**src/rtl/cda_pkg.sv**
```systemverilog
// Package for the calendar date advance block: field widths, month and year
// constants, the item and step structs, and the Gregorian leap-year function.
// Used by every module of the block and by its checker.
package cda_pkg;

    localparam int COUNT_BITS = 16;
    localparam int YEAR_BITS  = 14;
    localparam int SUM_BITS   = COUNT_BITS + 1;

    localparam logic [YEAR_BITS-1:0] YEAR_MAX   = {YEAR_BITS{1'b1}};
    localparam logic [YEAR_BITS-1:0] YEAR_RESET = YEAR_BITS'(2000);

    localparam logic [3:0] MONTH_JAN = 4'd1;
    localparam logic [3:0] MONTH_FEB = 4'd2;
    localparam logic [3:0] MONTH_APR = 4'd4;
    localparam logic [3:0] MONTH_JUN = 4'd6;
    localparam logic [3:0] MONTH_SEP = 4'd9;
    localparam logic [3:0] MONTH_NOV = 4'd11;
    localparam logic [3:0] MONTH_DEC = 4'd12;

    localparam logic [4:0] DAY_FIRST = 5'd1;
    localparam logic [4:0] LEN_28    = 5'd28;
    localparam logic [4:0] LEN_29    = 5'd29;
    localparam logic [4:0] LEN_30    = 5'd30;
    localparam logic [4:0] LEN_31    = 5'd31;

    localparam logic OP_SET     = 1'b0;
    localparam logic OP_ADVANCE = 1'b1;

    // Reciprocal of 25 scaled by 2^20; exact for every year that fits YEAR_BITS.
    localparam int                DIV25_SHIFT = 20;
    localparam logic [15:0]       DIV25_MUL   = 16'd41944;
    localparam int                PROD_BITS   = YEAR_BITS + 16;

    typedef struct packed {
        logic                  op;
        logic [3:0]            new_month;
        logic [4:0]            new_day;
        logic [YEAR_BITS-1:0]  new_year;
        logic [COUNT_BITS-1:0] day_count;
    } t_in_item;

    typedef struct packed {
        logic [3:0]           cur_month;
        logic [4:0]           cur_day;
        logic [YEAR_BITS-1:0] cur_year;
        logic                 set_ok;
        logic                 year_overflow;
    } t_out_item;

    typedef struct packed {
        logic [3:0]            month;
        logic                  leap;
        logic [4:0]            day;
        logic [SUM_BITS-1:0]   count;
    } t_step_arg;

    typedef struct packed {
        logic                  exceed;
        logic [SUM_BITS-1:0]   rest;
        logic [4:0]            day_sum;
    } t_step_res;

    // Divisible by 4, except centuries that are not divisible by 400.
    // A year is a century when it is divisible by 4 and by 25, and a
    // multiple of 400 when it is divisible by 16 and by 25.
    function automatic logic is_leap(input logic [YEAR_BITS-1:0] y);
        logic [PROD_BITS-1:0] prod;
        logic [YEAR_BITS-1:0] q;
        logic [YEAR_BITS-1:0] q25;
        logic                 div25;
        prod  = PROD_BITS'(y) * PROD_BITS'(DIV25_MUL);
        q     = YEAR_BITS'(prod >> DIV25_SHIFT);
        q25   = (q << 4) + (q << 3) + q;
        div25 = (q25 == y);
        return (y[1:0] == 2'b00) && (!div25 || (y[3:0] == 4'b0000));
    endfunction

endpackage

```
**src/rtl/cda_month_unit.sv**
```systemverilog
// Shared month step unit: month length, day overflow compare and remainder.
// Depends on cda_pkg for the step structs and month constants.
module cda_month_unit (
    input  cda_pkg::t_step_arg i_arg,
    output cda_pkg::t_step_res o_res
);
    import cda_pkg::*;

    logic [4:0]          len;
    logic [SUM_BITS-1:0] sum;

    always_comb begin
        case (i_arg.month)
            MONTH_FEB: len = i_arg.leap ? LEN_29 : LEN_28;
            MONTH_APR, MONTH_JUN, MONTH_SEP, MONTH_NOV: len = LEN_30;
            default: len = LEN_31;
        endcase
    end

    // The remainder is only taken when the sum passes the month length, so it
    // never goes below one.
    assign sum             = i_arg.count + SUM_BITS'(i_arg.day);
    assign o_res.exceed    = sum > SUM_BITS'(len);
    assign o_res.rest      = sum - SUM_BITS'(len);
    assign o_res.day_sum   = sum[4:0];

endmodule

```
**src/rtl/calendar_date_advance_top.sv**
```systemverilog
// Top level of the calendar date advance block: item sequencer, stored date,
// leap register and result register. Depends on cda_pkg and cda_month_unit.
//
//   Channel | Direction | Handshake               | Payload
//   --------+-----------+-------------------------+---------------------------
//   input   | in        | i_in_valid / o_in_stall | i_in_item  (t_in_item)
//   output  | out       | o_out_valid / i_out_stall | o_out_item (t_out_item)
//
// After acceptance a set item passes through the prepare, set and done
// states, and done loads its result into the output register. An advance
// item passes through prepare, one walk step per month walked, and done;
// the single month step unit, used once per cycle, walks one month per step.
// Reset is synchronous and active low; it loads the date 1/1/2000 and empties
// the output register. A stalled output holds the finished result, and the
// block keeps taking a new item meanwhile; only a second finished result
// waits until the register is free.
module calendar_date_advance_top (
    input  logic               i_clk,
    input  logic               i_rst_n,
    input  logic               i_in_valid,
    output logic               o_in_stall,
    input  cda_pkg::t_in_item  i_in_item,
    output logic               o_out_valid,
    input  logic               i_out_stall,
    output cda_pkg::t_out_item o_out_item
);
    import cda_pkg::*;

    typedef enum logic [2:0] {
        S_IDLE,
        S_PREP,
        S_SET,
        S_WALK,
        S_DONE
    } t_state;

    // Sequencer and stored date.
    t_state                r_state,     n_state;
    logic [3:0]            r_month,     n_month;
    logic [4:0]            r_day,       n_day;
    logic [YEAR_BITS-1:0]  r_year,      n_year;

    // Working registers of the walk and of the set check.
    logic                  r_op,        n_op;
    logic [3:0]            r_w_month,   n_w_month;
    logic [YEAR_BITS-1:0]  r_w_year,    n_w_year;
    logic [SUM_BITS-1:0]   r_w_count,   n_w_count;
    logic [4:0]            r_set_day,   n_set_day;
    logic                  r_leap;
    logic                  r_ok,        n_ok;
    logic                  r_ovf,       n_ovf;

    // Output register.
    logic                  r_out_valid, n_out_valid;
    t_out_item             r_out_item,  n_out_item;

    t_step_arg             step_arg;
    t_step_res             step_res;
    logic                  set_valid;

    // The month step unit is shared by the set check and by every walk step.
    // For a set it compares the new day against the new month's length. The
    // walk carries the stored day plus the day count as one running total,
    // which ends as the new day of month.
    always_comb begin
        step_arg.month = r_w_month;
        step_arg.leap  = r_leap;
        if (r_state == S_SET) begin
            step_arg.day   = r_set_day;
            step_arg.count = '0;
        end else begin
            step_arg.day   = '0;
            step_arg.count = r_w_count;
        end
    end

    cda_month_unit u_month_unit (
        .i_arg (step_arg),
        .o_res (step_res)
    );

    assign set_valid = (r_w_month != 4'd0) && (r_w_month <= MONTH_DEC)
                    && (r_set_day != 5'd0) && (r_w_year != '0)
                    && !step_res.exceed;

    always_comb begin
        n_state     = r_state;
        n_month     = r_month;
        n_day       = r_day;
        n_year      = r_year;
        n_op        = r_op;
        n_w_month   = r_w_month;
        n_w_year    = r_w_year;
        n_w_count   = r_w_count;
        n_set_day   = r_set_day;
        n_ok        = r_ok;
        n_ovf       = r_ovf;
        n_out_valid = r_out_valid;
        n_out_item  = r_out_item;

        // The consumer takes the waiting result.
        if (r_out_valid && !i_out_stall) begin
            n_out_valid = 1'b0;
        end

        case (r_state)
            S_IDLE: begin
                if (i_in_valid) begin
                    n_op  = i_in_item.op;
                    n_state = S_PREP;
                    if (i_in_item.op == OP_SET) begin
                        n_w_month = i_in_item.new_month;
                        n_set_day = i_in_item.new_day;
                        n_w_year  = i_in_item.new_year;
                    end else begin
                        n_w_month = r_month;
                        n_w_year  = r_year;
                        n_w_count = SUM_BITS'(i_in_item.day_count) + SUM_BITS'(r_day);
                    end
                end
            end
            // A state in which the leap flag follows the working year.
            S_PREP: begin
                n_state = (r_op == OP_SET) ? S_SET : S_WALK;
            end
            S_SET: begin
                n_ok    = set_valid;
                n_ovf   = 1'b0;
                n_state = S_DONE;
                if (set_valid) begin
                    n_month = r_w_month;
                    n_day   = r_set_day;
                    n_year  = r_w_year;
                end
            end
            // The year only changes into January, whose length does not need
            // the leap flag, so the flag has caught up before February.
            S_WALK: begin
                if (step_res.exceed) begin
                    n_w_count = step_res.rest;
                    if (r_w_month == MONTH_DEC) begin
                        if (r_w_year == YEAR_MAX) begin
                            n_month = MONTH_DEC;
                            n_day   = LEN_31;
                            n_year  = YEAR_MAX;
                            n_ok    = 1'b1;
                            n_ovf   = 1'b1;
                            n_state = S_DONE;
                        end else begin
                            n_w_year  = r_w_year + 1'b1;
                            n_w_month = MONTH_JAN;
                        end
                    end else begin
                        n_w_month = r_w_month + 1'b1;
                    end
                end else begin
                    n_month = r_w_month;
                    n_day   = step_res.day_sum;
                    n_year  = r_w_year;
                    n_ok    = 1'b1;
                    n_ovf   = 1'b0;
                    n_state = S_DONE;
                end
            end
            S_DONE: begin
                if (!r_out_valid || !i_out_stall) begin
                    n_out_valid              = 1'b1;
                    n_out_item.cur_month     = r_month;
                    n_out_item.cur_day       = r_day;
                    n_out_item.cur_year      = r_year;
                    n_out_item.set_ok        = r_ok;
                    n_out_item.year_overflow = r_ovf;
                    n_state                  = S_IDLE;
                end
            end
            default: begin
                n_state = S_IDLE;
            end
        endcase
    end

    always_ff @(posedge i_clk) begin
        if (!i_rst_n) begin
            r_state     <= S_IDLE;
            r_month     <= MONTH_JAN;
            r_day       <= DAY_FIRST;
            r_year      <= YEAR_RESET;
            r_out_valid <= 1'b0;
        end else begin
            r_state     <= n_state;
            r_month     <= n_month;
            r_day       <= n_day;
            r_year      <= n_year;
            r_out_valid <= n_out_valid;
        end
        r_op       <= n_op;
        r_w_month  <= n_w_month;
        r_w_year   <= n_w_year;
        r_w_count  <= n_w_count;
        r_set_day  <= n_set_day;
        r_leap     <= is_leap(r_w_year);
        r_ok       <= n_ok;
        r_ovf      <= n_ovf;
        r_out_item <= n_out_item;
    end

    assign o_in_stall  = (r_state != S_IDLE);
    assign o_out_valid = r_out_valid;
    assign o_out_item  = r_out_item;

endmodule

```
**config.mk**
```make
export PLATFORM = sky130hd
export DESIGN_NAME = calendar_date_advance_top
export DESIGN_NICKNAME = d
export VERILOG_FILES = /design/src/rtl/cda_pkg.sv /design/src/rtl/cda_month_unit.sv /design/src/rtl/calendar_date_advance_top.sv
export SDC_FILE = /design/constraint.sdc
export NUM_CORES = 1
export LEC_CHECK = 0
export BUFFER_PORTS_ARGS = -buffer_cell sky130_fd_sc_hd__buf_2
export CORE_MARGIN = 3
export CORE_UTILIZATION = 45
export DETAILED_ROUTE_END_ITERATION = 8
export PLACE_DENSITY = 0.61
export REMOVE_ABC_BUFFERS = 1
export SETUP_SLACK_MARGIN = 0.05
export SLEW_MARGIN = 25
export SYNTH_ARGS = -nofsm -noshare
export SYNTH_HDL_FRONTEND = slang
export SYNTH_SLANG_ARGS = --single-unit
export TNS_END_PERCENT = 50
```
**constraint.sdc**
```tcl
create_clock -name i_clk -period 22.8 [get_ports i_clk]
set_input_delay 1.14 -clock i_clk [delete_from_list [all_inputs] [get_ports i_clk]]
set_output_delay 1.14 -clock i_clk [all_outputs]
set_load 0.03 [all_outputs]
```
# Yosys cells after proc, flatten, opt, wreduce, memory -nomap -nowiden
# Cells that the tools add are included.
# Widths: inputs -> output; s select.
[op_classes] n_addsub=7 n_mul=1 n_lt_le_gt_ge=2 eq_ne=22 mux=50 n_bitwise=1 reduce_logical=31
[ops] cell="$mux 14" count=9
[ops] cell="$pmux 14 s2" count=2
[ops] cell="$mux 17" count=3
[ops] cell="$mux 4" count=9
[ops] cell="$pmux 17 s2" count=1
[ops] cell="$mul 14x13->27 const B" count=1
[ops] cell="$mux 22" count=1
[ops] cell="$mux 5" count=4
[ops] cell="$pmux 5 s2" count=2
[ops] cell="$add 16x5->17" count=1
[ops] cell="$add 17x5->17" count=1
[ops] cell="$gt 17x5->1" count=1
[ops] cell="$sub 17x5->17" count=1
[ops] cell="$pmux 4 s2" count=2
[ops] cell="$reduce_and 4->1" count=4
[ops] cell="$mux 3" count=5
[ops] cell="$pmux 3 s5" count=1
[ops] cell="$add 14x1->14 const B" count=1
[ops] cell="$add 14x10->14" count=1
[ops] cell="$add 14x13->14" count=1
[ops] cell="$eq 14x14->1" count=1
[ops] cell="$eq 14x14->1 const B" count=1
[ops] cell="$ne 2x2->1 const B" count=7
[ops] cell="$reduce_bool 14->1" count=1
[ops] cell="26 further kinds" count=53
[word_totals] register_bits=96 input_bits=44 out_inout_bits=27 wordCells=132

# Longest topological paths before layout
[logic_depth] word_depth=8 mapped_depth=30 ltp_nobuf=30

# By module
# From an unflattened synthesis, not the netlist that was laid out.
[hier_totals] hier_cells=987 area_unflattened_um2=9750.6
[modules_own_cells] mod="calendar_date_advance_top" instances=1 cells_per_inst=850 area_each_um2=8767.2 seq_area_each_um2=2602.5
[modules_own_cells] mod="cda_month_unit" instances=1 cells_per_inst=137 area_each_um2=983.4 seq_area_each_um2=0.0

# Worst setup path before layout
# No wires, ideal clock.
[synth_path] kind="register -> register" startpoint="register r_w_year[4]" endpoint="register r_leap" setup_ns=0.125 t_arrival_ns=7.231 t_required_ns=22.675 setup_slack_ns=15.444 stages_incl_launch_ff=29 n_path_buf=0 synth_period_minus_slack_ns=7.356 path_cell_list="edfxtp_1 > inv_1 > fa_1 > inv_1 > ha_1 > fa_1 > inv_1 > fa_1 > fa_1 > inv_1 > ha_1 > a211oi_1 > nor2_1 > a211oi_1 > o31ai_1 > a221o_1 > a211oi_1 > xnor2_1 > inv_1 > fa_1 > inv_1 > ha_1 > nand3_1 > o211ai_1 > or4_1 > a31oi_1 > o21bai_1 > xnor2_1 > o41a_1"
[synth_via] elab_chain_len=7
[synth_lines] item="from (decl)" line_no="calendar_date_advance_top.sv:46" rtl="logic [YEAR_BITS-1:0] r_w_year, n_w_year;"
[synth_lines] item="from (signal assigned)" line_no="calendar_date_advance_top.sv:198" rtl="r_w_year <= n_w_year;"
[synth_lines] item="$mul 14x13->27" line_no="cda_pkg.sv:72" rtl="prod = PROD_BITS'(y) * PROD_BITS'(DIV25_MUL);"
[synth_lines] item="$add 14x13->14" line_no="cda_pkg.sv:74" rtl="q25 = (q << 4) + (q << 3) + q;"
[synth_lines] item="$add 14x10->14" line_no="cda_pkg.sv:74"
[synth_lines] item="$eq 14x14->1 *" line_no="cda_pkg.sv:75" rtl="div25 = (q25 == y);"
[synth_lines] item="$logic_not 1->1 *" line_no="cda_pkg.sv:76" rtl="return (y[1:0] == 2'b00) && (!div25 || (y[3:0] == 4'b0000));"
[synth_lines] item="$logic_or 1x1->1 *" line_no="cda_pkg.sv:76"
[synth_lines] item="$logic_and 1x1->1 *" line_no="cda_pkg.sv:76"
[synth_lines] item="to (signal assigned)" line_no="calendar_date_advance_top.sv:201" rtl="r_leap <= is_leap(r_w_year);"
[synth_lines] item="to (decl)" line_no="calendar_date_advance_top.sv:49" rtl="logic r_leap;"
# Mark *: on every way between the ends. The rest lies on a longest branch, timed or not.
# A chain may end at the register's enable or synchronous reset.

# Worst setup path after layout
[layout_path] startpoint="register r_w_year[6]" endpoint="register r_leap"
# Same word-level chain as after synthesis.

==> run summary <==
The run finished with clean final reports. The startpoint kind of the worst setup timing path is a flip-flop. The first global-routing pass estimated 35.0 mm of wire. The number of antenna violations at the first check in global routing is 0. The number of remaining DRC errors is 0. The maximum fanout along the worst path is 9. The fmax is 0.122 GHz. Measured against its own limit, the worst slew margin works out to 48.8%. The instance count of the mapped netlist is 929. The total core area came out at 0.0204 mm2. The total number of H-tree levels is 3. The most frequently used flop master after synthesis is edfxtp_1. The quantity of gates resized following cts is 0. The total of warnings raised by yosys is 0.

The count of pins on the block boundary is 71. The maximum number of pins on one net before global-route repair came out at 36. The largest total area in the synthesized netlist belongs to edfxtp_1.

After synthesis, the largest family of logic cells by area is adder cells. The sequential fraction of the synthesis area is 27.7%. For this block, the via count after detailed routing is 6644. The buffer levels on the longest clock path is 2. The simple-gate share of the synthesized area came out at 10.7%. The sum of overflow across all layers after global routing is 0. The clock net sink count is 96. The synthesized area divided by synthesized cell count is 10.1 um2. CTS placed an instance of clkbuf_16 at the clock tree root.

The floorplan has 52 rows. The via count of the first global-routing pass is 6653. The number of iterations in the first detailed-routing pass is 5. The area share of xor/xnor cells in the synthesized design came out at 6.79%. The element type at the critical path end is a flip-flop. The clock-pin slew of the registers on the worst-case setup and hold paths is 0.07 ns. The final hold violation count came out at 0.

Wires add up to 21.3 mm. The synthesized-area fraction occupied by adder cells came out at 33.7%. The top-area cell type share of the netlist area came out at 21.7%. For this design, the slowest cell found on the critical path is edfxtp_1. The clock period could shrink to 8.22 ns. The number of hold buffers added after CTS was 0. Sorting the synthesized cells by area gives the leading types as edfxtp_1 (22%), ha_1 (18%), fa_1 (15%).

TritonCTS built the clock tree. In this design, the largest share of critical-path delay is due to adder cells. The start-to-end type of the worst setup path is reg -> reg. The critical path required time is 23.03 ns. Data on the critical path arrives at its endpoint at 8.45 ns.

The async set or reset register ratio after synthesis came out at 0%. The synthesized design contains 68 enable-type register cells. The number of input and output port buffers inserted is 70. The die height came out at 151 um. The count of max-cap constraint violations came out at 0. Clock tree synthesis inserted a total of 9 buffers. Once the floorplan was initialized, standard cells occupied 46.1% of the core. The detailed-placement wirelength estimate is 16.9 mm. The worst path buffer plus inverter count came out at 6. The final-report setup violation count is 0.

The number of pins with negative max-slew slack in the final report is 0. Once detail routing completed, the nets flagged for antenna violations numbered 0. The accumulated negative setup slack is 0 ns. The via count normalized by instance count came out at 5.25. At the pin with the least slew margin, the transition time is 0.766 ns. The latest clock arrival within the worst-skew pair is 0.35 ns. The die outline area came out at 0.0227 mm2.

The number of antenna cells inserted is 0. The final worst slack is 14.58 ns. Setup repair after global routing left no endpoint under its margin.

The synthesized netlist contains 69 unique library cells. The worst setup slack before clock tree synthesis came out at 14.65 ns. Buffers added to address setup during post-CTS repair amount to 0.

The net count of the finished layout is 1244. After the first detailed-routing iteration, the DRC count stood at 380. The flop and latch count out of synthesis came out at 96.

Routability-driven placement finished with a final weighted congestion of 0.866. The worst-case clock skew is 0.00886 ns. The cell seen most often among critical-path stages is inv_1. The mapped cell area came out at 0.00940 mm2. The tightest min-delay check is of the reg -> reg type. The compound-cell area share of the yosys netlist is 11.1%.

From left edge to right edge, the die measures 151 um. The per-cell routed wire length came out at 16.9 um. The share of cells above drive strength 1 came out at 11.6%. The proportion of synthesized area in mux cells is 2.70%. The final worst-path cycle share is 36.0%. The area growth from synthesis to layout is 9.75%. The delay of the slowest cell on the worst path is 0.67 ns.

The aggregate global-route resource usage is 19.8%.
[cells by family (layout without fill, tap and decap cells)]
| family | Yosys count | count (layout) |
|---|---|---|
| other cells | 1 | 1 |
| compound gates | 153 | 153 |
| xor+xnor | 72 | 72 |
| flops | 96 | 96 |
| simple gates | 196 | 196 |
| buf+inv | 176 | 242 |
| fa+ha+maj | 210 | 210 |
| mux | 25 | 25 |
[through the flow]
step / cells / util (%) / cell area [um2] / hold WS (ns)
5_1_grt: 1265 / 50.6 / 10300 / 0.430
3_3_place_gp: 1249 / 49.2 / 10000 / 0.402
3_5_place_dp: 1249 / 49.2 / 10000 / 0.410
4_1_cts: 1265 / 50.6 / 10300 / 0.427
2_1_floorplan: 904 / - / 9280 / 0.400
6_report: 1265 / 50.6 / 10300 / 0.429
[registers in the layout, summed over array words and instances (netlist names)]
signal,flops
r_set_day,5
r_ok,1
r_year,14
r_state,3
r_leap,1
r_ovf,1
r_month,4
r_day,5
o_out_valid,1
r_w_month,4
r_w_year,14
o_out_item,25
r_w_count,17
r_op,1
[layer usage]
metal  GRT usage, %  routed length, um  vias to the layer above  part of all wire [%]
met3           2.23                933                       21                   4.4
met2           29.9               9490                      145                    44
met5              0                  0                        -                     0
met4           4.35                297                        0                   1.4
met1           30.5              10600                     3181                    50
li1               -                  -                     3297                     -
[placed cells by master, fill, tap and decap left out, drive strengths merged, types with 8 or more instances in the layout]
master	netlist	routed
inv	151	153
ha	138	138
buf	6	75
fa	72	72
nand2	69	69
edfxtp	68	68
o21ai	48	48
xnor2	47	47
a21oi	37	37
nor2	36	36
dfxtp	28	28
xor2	25	25
mux2i	25	25
nand3	22	22
nor3	13	13
nand4	10	10
o221a	10	10
clkbuf	19	10
and3	8	8
nor3b	8	8
[final timing paths]
kind | slack (ns) | depth (start not counted) | from | endpoint
max reg2reg | 14.58 | 28 | r_w_year[6]$_DFFE_PP_ | r_leap$_DFF_P_
min reg2reg | 0.43 | 0 | r_ovf$_DFFE_PP_ | o_out_item[0]$_DFFE_PP_
max | 14.58 | 28 | r_w_year[6]$_DFFE_PP_ | r_leap$_DFF_P_
min | 0.43 | 0 | r_ovf$_DFFE_PP_ | o_out_item[0]$_DFFE_PP_
[cell type report]
type / count / area [um2]
Fill cell: 1900 / 10100
Multi-Input combinational cell: 657 / 6120
Timing Repair Buffer: 75 / 388
Inverter: 151 / 567
Clock buffer: 10 / 250
Clock inverter: 6 / 50.0
Tap cell: 270 / 338
Sequential cell: 96 / 2600
[worst register-to-register path: cells and delay by family (launching register included)]
family,cells,cell delay [ns]
adders and majority gates,8,3.44
xor gates and xnor gates,2,0.33
and+or+nand+nor,3,0.66
AOI/OAI and AO/OA,9,2.49
DFF,1,0.67
buffers and inverters,6,0.52
[cells in the mapped netlist, types with 3 or more instances]
cell and instances:
nor3_1 13, o21bai_1 4, nand3_1 22, nor2b_1 7, and4_1 4, a21o_1 6, clkbuf_1 19, a211oi_1 6
o31ai_1 4, ha_1 138, o221a_1 10, nand2_1 69, a21oi_1 37, a31oi_1 6, xor2_1 25, nand4_1 10
xnor2_1 46, dfxtp_1 28, o21ai_1 9, nor2_1 35, o21ai_0 39, o21a_1 4, mux2i_1 24, nor3b_2 6
inv_1 151, o2111ai_1 5, nand2b_1 3, edfxtp_1 68, or2_2 5, fa_1 72, and3_1 8
Power is not shown: default switching activity piles up to over one toggle a cycle in this logic, so the estimate is an artifact.
